$ cat src/rtl/core/lms_pkg.sv
// ----------------------------------------------------------------------------
// LED marquee scroller package
// Sizes, request codes, scroll modes and the glyph table of the scroller.
// ----------------------------------------------------------------------------
package lms_pkg;

    localparam int COLUMNS     = 64;
    localparam int BASE_PERIOD = 6000;
    localparam int SPEED_MAX   = 100;
    localparam int SPEED_STEP  = 50;
    localparam int SPEED_RESET = 50;

    localparam int ADDR_W  = $clog2(COLUMNS);
    localparam int SUM_W   = (ADDR_W + 1 > 7) ? ADDR_W + 1 : 7;
    localparam int DELAY_W = 13;
    localparam int SPEED_W = 7;

    localparam int IDX_W   = 6;
    localparam int REQ_W   = 3;
    localparam int IN_W    = 8;
    localparam int OUT_W   = 16;

    localparam logic [REQ_W-1:0] REQ_TICK  = 3'd0;
    localparam logic [REQ_W-1:0] REQ_INIT  = 3'd1;
    localparam logic [REQ_W-1:0] REQ_HORIZ = 3'd2;
    localparam logic [REQ_W-1:0] REQ_VERT  = 3'd3;

    typedef enum logic [1:0] {
        MODE_STOP  = 2'd0,
        MODE_HORIZ = 2'd1,
        MODE_VERT  = 2'd2
    } mode_t;

    localparam logic [7:0] GLYPH_ROM [64] = '{
        8'h00, 8'h44, 8'h6C, 8'h38, 8'h38, 8'h6C, 8'h44, 8'h00,
        8'h00, 8'h58, 8'h5C, 8'h54, 8'h54, 8'h74, 8'h34, 8'h00,
        8'h00, 8'h7E, 8'h7E, 8'h18, 8'h3C, 8'h46, 8'h40, 8'h00,
        8'h00, 8'h38, 8'h7C, 8'h40, 8'h40, 8'h7C, 8'h38, 8'h00,
        8'h00, 8'h08, 8'h7E, 8'h7E, 8'h44, 8'h4C, 8'h20, 8'h00,
        8'h00, 8'h38, 8'h7C, 8'h44, 8'h44, 8'h7C, 8'h38, 8'h00,
        8'h00, 8'h3C, 8'h3E, 8'h52, 8'h4A, 8'h7E, 8'h7C, 8'h00,
        8'h00, 8'h3C, 8'h3E, 8'h52, 8'h4A, 8'h7E, 8'h7C, 8'h00
    };

    // glyph entry for a physical column, column mod 64
    function automatic logic [7:0] glyph_at(input logic [ADDR_W-1:0] p);
        logic [5:0] g;
        g = 6'(p);
        return GLYPH_ROM[g];
    endfunction

    // physical address of a logical column: (idx mod COLUMNS + base) mod COLUMNS
    function automatic logic [ADDR_W-1:0] phys_addr(input logic [IDX_W-1:0] idx,
                                                    input logic [ADDR_W-1:0] base);
        logic [SUM_W-1:0] v;
        v = SUM_W'(idx);
        for (int k = 0; k < 8; k++)
        begin
            if (v >= SUM_W'(COLUMNS))
            begin
                v = v - SUM_W'(COLUMNS);
            end
        end
        v = v + SUM_W'(base);
        if (v >= SUM_W'(COLUMNS))
        begin
            v = v - SUM_W'(COLUMNS);
        end
        return v[ADDR_W-1:0];
    endfunction

endpackage

$ cat src/rtl/core/led_marquee_scroller.sv
// ----------------------------------------------------------------------------
// LED marquee scroller
// Scrolling frame buffer of COLUMNS columns by 8 rows with a carry per column.
// ----------------------------------------------------------------------------
// One request is taken at a time and answered with one result transfer. A tick,
// read, init or horizontal start goes through ST_READ and ST_WAIT to the result:
// horizontal scrolling only advances a base pointer and init clears the
// per-entry valid bits, so neither touches the column memory. A vertical step,
// from a start request or from a tick that ends the period, sweeps the whole
// column memory read-modify-write through its one read and one write port in
// ST_SWEEP, before ST_READ. The result register lets the next request
// in while a result still waits on m_tready.
module led_marquee_scroller
    import lms_pkg::*;
(
    input  logic                clk,
    input  logic                rst_n,
    input  logic                cfg_we,
    input  logic [SPEED_W-1:0]  cfg_wdata,     // scroll_speed
    input  logic                s_tvalid,
    output logic                s_tready,
    input  logic [IN_W-1:0]     s_tdata,       // [5:0] column_index
    input  logic [REQ_W-1:0]    s_tuser,       // [2:0] req_type
    output logic                m_tvalid,
    input  logic                m_tready,
    output logic [OUT_W-1:0]    m_tdata        // [7:0] column_data, [8] column_carry,
                                               // [10:9] scroll_mode, [11] shifted
);

    typedef enum logic [3:0] {
        ST_IDLE  = 4'b0001,
        ST_SWEEP = 4'b0010,
        ST_READ  = 4'b0100,
        ST_WAIT  = 4'b1000
    } state_t;

    state_t               state_reg, state_next;
    mode_t                mode_reg, mode_next;
    logic [DELAY_W-1:0]   delay_reg, delay_next;
    logic [ADDR_W-1:0]    base_reg, base_next;
    logic [SPEED_W-1:0]   speed_reg;
    logic [IDX_W-1:0]     idx_reg, idx_next;
    logic                 shifted_reg, shifted_next;
    logic [ADDR_W:0]      cnt_reg, cnt_next;
    logic                 wr_pend_reg, wr_pend_next;
    logic [ADDR_W-1:0]    rd_addr_reg;
    logic [COLUMNS-1:0]   valid_reg;
    logic                 m_tvalid_reg, m_tvalid_next;
    logic [OUT_W-1:0]     m_tdata_reg, m_tdata_next;

    logic [8:0]           mem [COLUMNS];
    logic [8:0]           rdata_reg;

    logic                 rd_en;
    logic [ADDR_W-1:0]    rd_addr;
    logic                 valid_clr;
    logic [8:0]           cur_entry;
    logic [8:0]           wr_data;
    logic [SPEED_W-1:0]   speed_sat;
    logic [DELAY_W-1:0]   speed_sub;
    logic [DELAY_W-1:0]   period;
    logic [DELAY_W-1:0]   tick_count;
    logic [ADDR_W-1:0]    base_inc;

    // {carry, data}; entries not yet written hold the glyph table
    assign cur_entry = valid_reg[rd_addr_reg] ? rdata_reg
                                              : {1'b0, glyph_at(rd_addr_reg)};
    assign wr_data   = {cur_entry[7], cur_entry[6:0], cur_entry[8]};

    assign speed_sat  = (speed_reg > SPEED_W'(SPEED_MAX)) ? SPEED_W'(SPEED_MAX) : speed_reg;
    assign speed_sub  = DELAY_W'(speed_sat) * DELAY_W'(SPEED_STEP);
    assign period     = (speed_sub >= DELAY_W'(BASE_PERIOD)) ? DELAY_W'(1)
                                                             : DELAY_W'(BASE_PERIOD) - speed_sub;
    assign tick_count = delay_reg + DELAY_W'(1);
    assign base_inc   = (base_reg == ADDR_W'(COLUMNS - 1)) ? '0 : base_reg + ADDR_W'(1);

    assign s_tready = (state_reg == ST_IDLE);
    assign m_tvalid = m_tvalid_reg;
    assign m_tdata  = m_tdata_reg;

    always_comb
    begin
        state_next    = state_reg;
        mode_next     = mode_reg;
        delay_next    = delay_reg;
        base_next     = base_reg;
        idx_next      = idx_reg;
        shifted_next  = shifted_reg;
        cnt_next      = cnt_reg;
        wr_pend_next  = 1'b0;
        m_tvalid_next = m_tvalid_reg && !m_tready;
        m_tdata_next  = m_tdata_reg;
        rd_en         = 1'b0;
        rd_addr       = '0;
        valid_clr     = 1'b0;

        case (state_reg)
            ST_IDLE:
            begin
                if (s_tvalid)
                begin
                    idx_next     = s_tdata[IDX_W-1:0];
                    shifted_next = 1'b0;
                    cnt_next     = '0;
                    state_next   = ST_READ;
                    case (s_tuser)
                        REQ_TICK:
                        begin
                            if (mode_reg != MODE_STOP)
                            begin
                                if (tick_count >= period)
                                begin
                                    delay_next   = '0;
                                    shifted_next = 1'b1;
                                    if (mode_reg == MODE_HORIZ)
                                    begin
                                        base_next = base_inc;
                                    end
                                    else
                                    begin
                                        state_next = ST_SWEEP;
                                    end
                                end
                                else
                                begin
                                    delay_next = tick_count;
                                end
                            end
                        end
                        REQ_INIT:
                        begin
                            valid_clr  = 1'b1;
                            base_next  = '0;
                            mode_next  = MODE_STOP;
                            delay_next = '0;
                        end
                        REQ_HORIZ:
                        begin
                            mode_next    = MODE_HORIZ;
                            base_next    = base_inc;
                            delay_next   = '0;
                            shifted_next = 1'b1;
                        end
                        REQ_VERT:
                        begin
                            mode_next    = MODE_VERT;
                            delay_next   = '0;
                            shifted_next = 1'b1;
                            state_next   = ST_SWEEP;
                        end
                        default:
                        begin
                        end
                    endcase
                end
            end
            ST_SWEEP:
            begin
                if (cnt_reg < (ADDR_W + 1)'(COLUMNS))
                begin
                    rd_en        = 1'b1;
                    rd_addr      = cnt_reg[ADDR_W-1:0];
                    wr_pend_next = 1'b1;
                    cnt_next     = cnt_reg + (ADDR_W + 1)'(1);
                end
                else
                begin
                    // last write-back lands at this edge
                    state_next = ST_READ;
                end
            end
            ST_READ:
            begin
                rd_en      = 1'b1;
                rd_addr    = phys_addr(idx_reg, base_reg);
                state_next = ST_WAIT;
            end
            ST_WAIT:
            begin
                if (!m_tvalid_reg || m_tready)
                begin
                    m_tvalid_next = 1'b1;
                    m_tdata_next  = {4'b0000, shifted_reg, mode_reg, cur_entry[8],
                                     cur_entry[7:0]};
                    state_next    = ST_IDLE;
                end
            end
            default:
            begin
                state_next = ST_IDLE;
            end
        endcase
    end

    always_ff @(posedge clk or negedge rst_n)
    begin
        if (!rst_n)
        begin
            state_reg    <= ST_IDLE;
            mode_reg     <= MODE_STOP;
            delay_reg    <= '0;
            base_reg     <= '0;
            speed_reg    <= SPEED_W'(SPEED_RESET);
            shifted_reg  <= 1'b0;
            cnt_reg      <= '0;
            wr_pend_reg  <= 1'b0;
            valid_reg    <= '0;
            m_tvalid_reg <= 1'b0;
        end
        else
        begin
            state_reg    <= state_next;
            mode_reg     <= mode_next;
            delay_reg    <= delay_next;
            base_reg     <= base_next;
            shifted_reg  <= shifted_next;
            cnt_reg      <= cnt_next;
            wr_pend_reg  <= wr_pend_next;
            m_tvalid_reg <= m_tvalid_next;
            if (cfg_we)
            begin
                speed_reg <= cfg_wdata;
            end
            if (valid_clr)
            begin
                valid_reg <= '0;
            end
            else if (wr_pend_reg)
            begin
                valid_reg[rd_addr_reg] <= 1'b1;
            end
        end
    end

    always_ff @(posedge clk)
    begin
        idx_reg     <= idx_next;
        m_tdata_reg <= m_tdata_next;
        if (rd_en)
        begin
            rd_addr_reg <= rd_addr;
        end
    end

    // column memory: write-back follows in the cycle after the read
    always_ff @(posedge clk)
    begin
        if (wr_pend_reg)
        begin
            mem[rd_addr_reg] <= wr_data;
        end
        if (rd_en)
        begin
            rdata_reg <= mem[rd_addr];
        end
    end

endmodule

$ cat config.mk
export PLATFORM = sky130hd
export DESIGN_NAME = led_marquee_scroller
export DESIGN_NICKNAME = d
export VERILOG_FILES = /design/src/rtl/core/lms_pkg.sv /design/src/rtl/core/led_marquee_scroller.sv
export SDC_FILE = /design/constraint.sdc
export NUM_CORES = 1
export LEC_CHECK = 0
export BUFFER_PORTS_ARGS = -buffer_cell sky130_fd_sc_hd__buf_2
export CORE_MARGIN = 10
export CORE_UTILIZATION = 65
export CTS_CLUSTER_SIZE = 30
export DETAILED_ROUTE_END_ITERATION = 10
export GPL_TIMING_DRIVEN = 1
export HOLD_SLACK_MARGIN = 0.06
export PLACE_DENSITY_LB_ADDON = 0.25
export SYNTH_ARGS = -nofsm -noshare
export SYNTH_HDL_FRONTEND = slang
export SYNTH_SLANG_ARGS = --single-unit
export TNS_END_PERCENT = 5
$ cat constraint.sdc
create_clock -name clk -period 10.5 [get_ports clk]
set_input_delay 0 -clock clk [delete_from_list [all_inputs] [get_ports clk]]
set_output_delay 0 -clock clk [all_outputs]
set_load 0.01 [all_outputs]
==> impl_metrics.ini <==
[setup_path]
crit_path_frequent_cell = ha_1
critPathLaunchType = flip-flop
crit_chain = nand2_1 -> o21ba_2 -> inv_1 -> ha_1 -> ha_1 -> fa_1 -> ha_1 -> nor2b_1 -> o21ai_0 -> a21boi_0 -> o21a_1 -> or3_1 -> a2bb2oi_1 -> o21ai_0 -> ha_1 -> nand4_1 -> o311ai_0 -> a21oi_1 -> or2_1 -> o41ai_1
slowest_delay_ns = 0.61
arrival_ns = 6.85
crit_slowest_cell = a2bb2oi_1
criticalPathCategory = flip-flop to flip-flop
path_max_fanout = 12
critical_path_required_ns = 10.99
endpoint_kind = flip-flop
path_buf_inv = 1
crit_family = compound AO/OA/AOI/OAI gates

[timing]
final.min_clock_period_ns = 6.37
tightest_slew_ns = 1.28
finalMaxSlewViolations = 0
hold_viol = 0
setup_tns_ns = 0
relSlewSlack_pct = 14.6
fin_crit_sh_pct = 60.6
fmax_mhz = 157
setup_viol = 0
rsz0062_at_grt = false
fin_skew_ns = 0.0188

[detailed_routing]
dr.first_iter.drc_count = 2471
viasPerCell = 6.46
wl_per_cell_um = 23.4
drt_wl_total_um = 71300
ant_nets = 0
firstDrtPassIters = 6
drc_errors = 0
route.vias.total = 19700

[floorplan]
ioPinCount = 41
dieArea_sq_um = 56200
coreArea_sq_um = 46600
die_w_um = 237
die_h_um = 237
num_rows = 79
start_util_pct = 65.8

[power_and_ir_drop]
power.density_nw_per_um2 = 207
peakVddDrop_mv = 0.178
power_uw = 6980
power.leakage_uw = 0.0122

[grt]
grt_pass1_vias = 19400
gr-usage-met1_pct = 33.8
met2_usage_pct = 41.1
grtUsageMet3_pct = 4.06
grt.total_usage_pct = 25.3
grt_pass1_wl_um = 111000
grt_antenna_before_repair = 1
grt_max_degree = 199
grt.busiest_layer = met2
grt_overflow_total = 0

[logic_synthesis]
synth.area.top_cells = edfxtp_1, dfrtp_1, nand2_1
synth_top_family_by_area = simple AND/OR/NAND/NOR gates
synth_common_cells = edfxtp_1, nand2_1, nand3_1
yosysTopAreaCellShare_pct = 59.7
syn_area_sq_um = 30700
post-synth-top-count-cell = edfxtp_1
synth_compound_area_share_pct = 8.65
yosys.area_share.adder_pct = 2.60
yosysTopAreaCell = edfxtp_1
ys_async_sr_fraction_pct = 14.8
synth_edf_count = 609
yosysUniqueCellTypes = 82
synthMuxAreaShare_pct = 3.66
synth_flop_cell = edfxtp_1
synth-simple-area-share_pct = 13.3
yosysSeqAreaShare_pct = 68.3
syn_avg_cell_area_sq_um = 13.0
synth_xor_area_share_pct = 0.829
ys_seq_elements = 715
syn_inst = 2355
ys_warn_count = 0

[clock_tree]
cts_setup_buffers = 0
cts_buffer_depth = 3
htreeDepth = 3
cts_buffers = 71
clk_latency_ns = 0.61
path_clk_slew_ns = 0.06
root_buffer = clkbuf_16
cts_tree = yes
cts_sinks = 715

[final_layout]
design.final.nets = 2467
insertedDiodeCount = 0
drive_gt1_share_pct = 9.03
syn_to_final_growth_pct = 9.87
largest_reg_flops = 576
post-route-util_pct = 72.3

[flow_run]
drv_cap = 0

[placed_design]
gp_routability_congestion = 0.895
portBuffers = 34
dpl.hpwl_um = 42000

[worst_hold_path]
hp-class = primary input to flip-flop

[run_status]
status = finished clean
[layout by cell type, fill, tap and decap left out, types with 11 or more instances in the layout]
cell,count
buf_4,24
nor2_1,102
a221oi_1,19
xnor2_1,13
a21oi_1,110
dfrtp_1,102
edfxtp_1,609
dlygate4sd3_1,30
ha_1,59
buf_2,33
clkbuf_1,22
inv_1,23
nand3_1,217
clkinv_1,14
nand4_1,40
mux2i_1,66
o21ai_0,34
nand2_1,484
a22oi_1,20
o21a_1,70
a32o_1,11
a221o_1,19
a21o_1,13
a32oi_1,19
clkbuf_16,73
xor2_1,16
mux4_2,17
[repair_timing]
item                                   in CTS  in global routing
endpoints found under the hold margin      65                  0
resized for setup                           0                  0
hold buffers                               31                  0
[metrics by stage]
step                std cells  instance area (sq um)  setup WS [ns]  hold WS, ns
floorplan                2358                  30700           4.93       -0.296
global placement         2885                  31200           4.28      -0.0303
detailed placement       2885                  31200           4.16      -0.0187
CTS                      3044                  33700           4.14        0.102
global route             3044                  33700           3.57        0.112
finish                   3044                  33700           4.13        0.117
[power by group]
part	switching (uW)	internal, uW
registers	62.6	3290
clock network	1020	1350
logic	850	409
[per-layer routing]
metal  vias up  routed length [um]
met2       973               35000
li1       8802                   -
met5         -                   0
met4         0                2370
met3       156                6220
met1      9734               27800
[logic make-up after synthesis]
group	after synthesis
AOI/OAI and AO/OA	378
xor gates and xnor gates	29
adders and majority gates	62
buffers and inverters	166
DFF	715
muxes	90
other	1
and+or+nand+nor	914
[worst reg2reg max path, delay by kind of cell (launching register included)]
| kind | cells | cell delay [ns] |
|---|---|---|
| AO/OA/AOI/OAI | 9 | 2.78 |
| adder cells (fa/ha/maj) | 5 | 1.74 |
| buffers and inverters | 1 | 0.09 |
| flip-flops | 1 | 0.58 |
| AND/OR/NAND/NOR | 5 | 1.07 |
[area by class of cell]
class	instances	area, sq um
repair buffers	89	686
multi-input cells	1477	9020
well taps	607	759
inverters	28	114
flip-flops and latches	715	20900
clock buffers	101	1990
clock inverters	27	165
fillers	2935	12900
[worst paths after layout]
check | to | slack (ns) | depth (start not counted) | startpoint
min in group asynchronous | speed_reg[1] | 0.53 | 3 | rst_n
max in group asynchronous | valid_reg[28] | 8.95 | 4 | rst_n
setup / recovery | base_reg[3] | 4.13 | 20 | speed_reg[5]
hold reg to reg | m_tdata[11] | 0.48 | 0 | shifted_reg
hold / removal | idx_reg[1] | 0.12 | 2 | s_tdata[1]
setup reg to reg | base_reg[3] | 4.13 | 20 | speed_reg[5]
No activity file was read; power rests on OpenSTA's default activity.
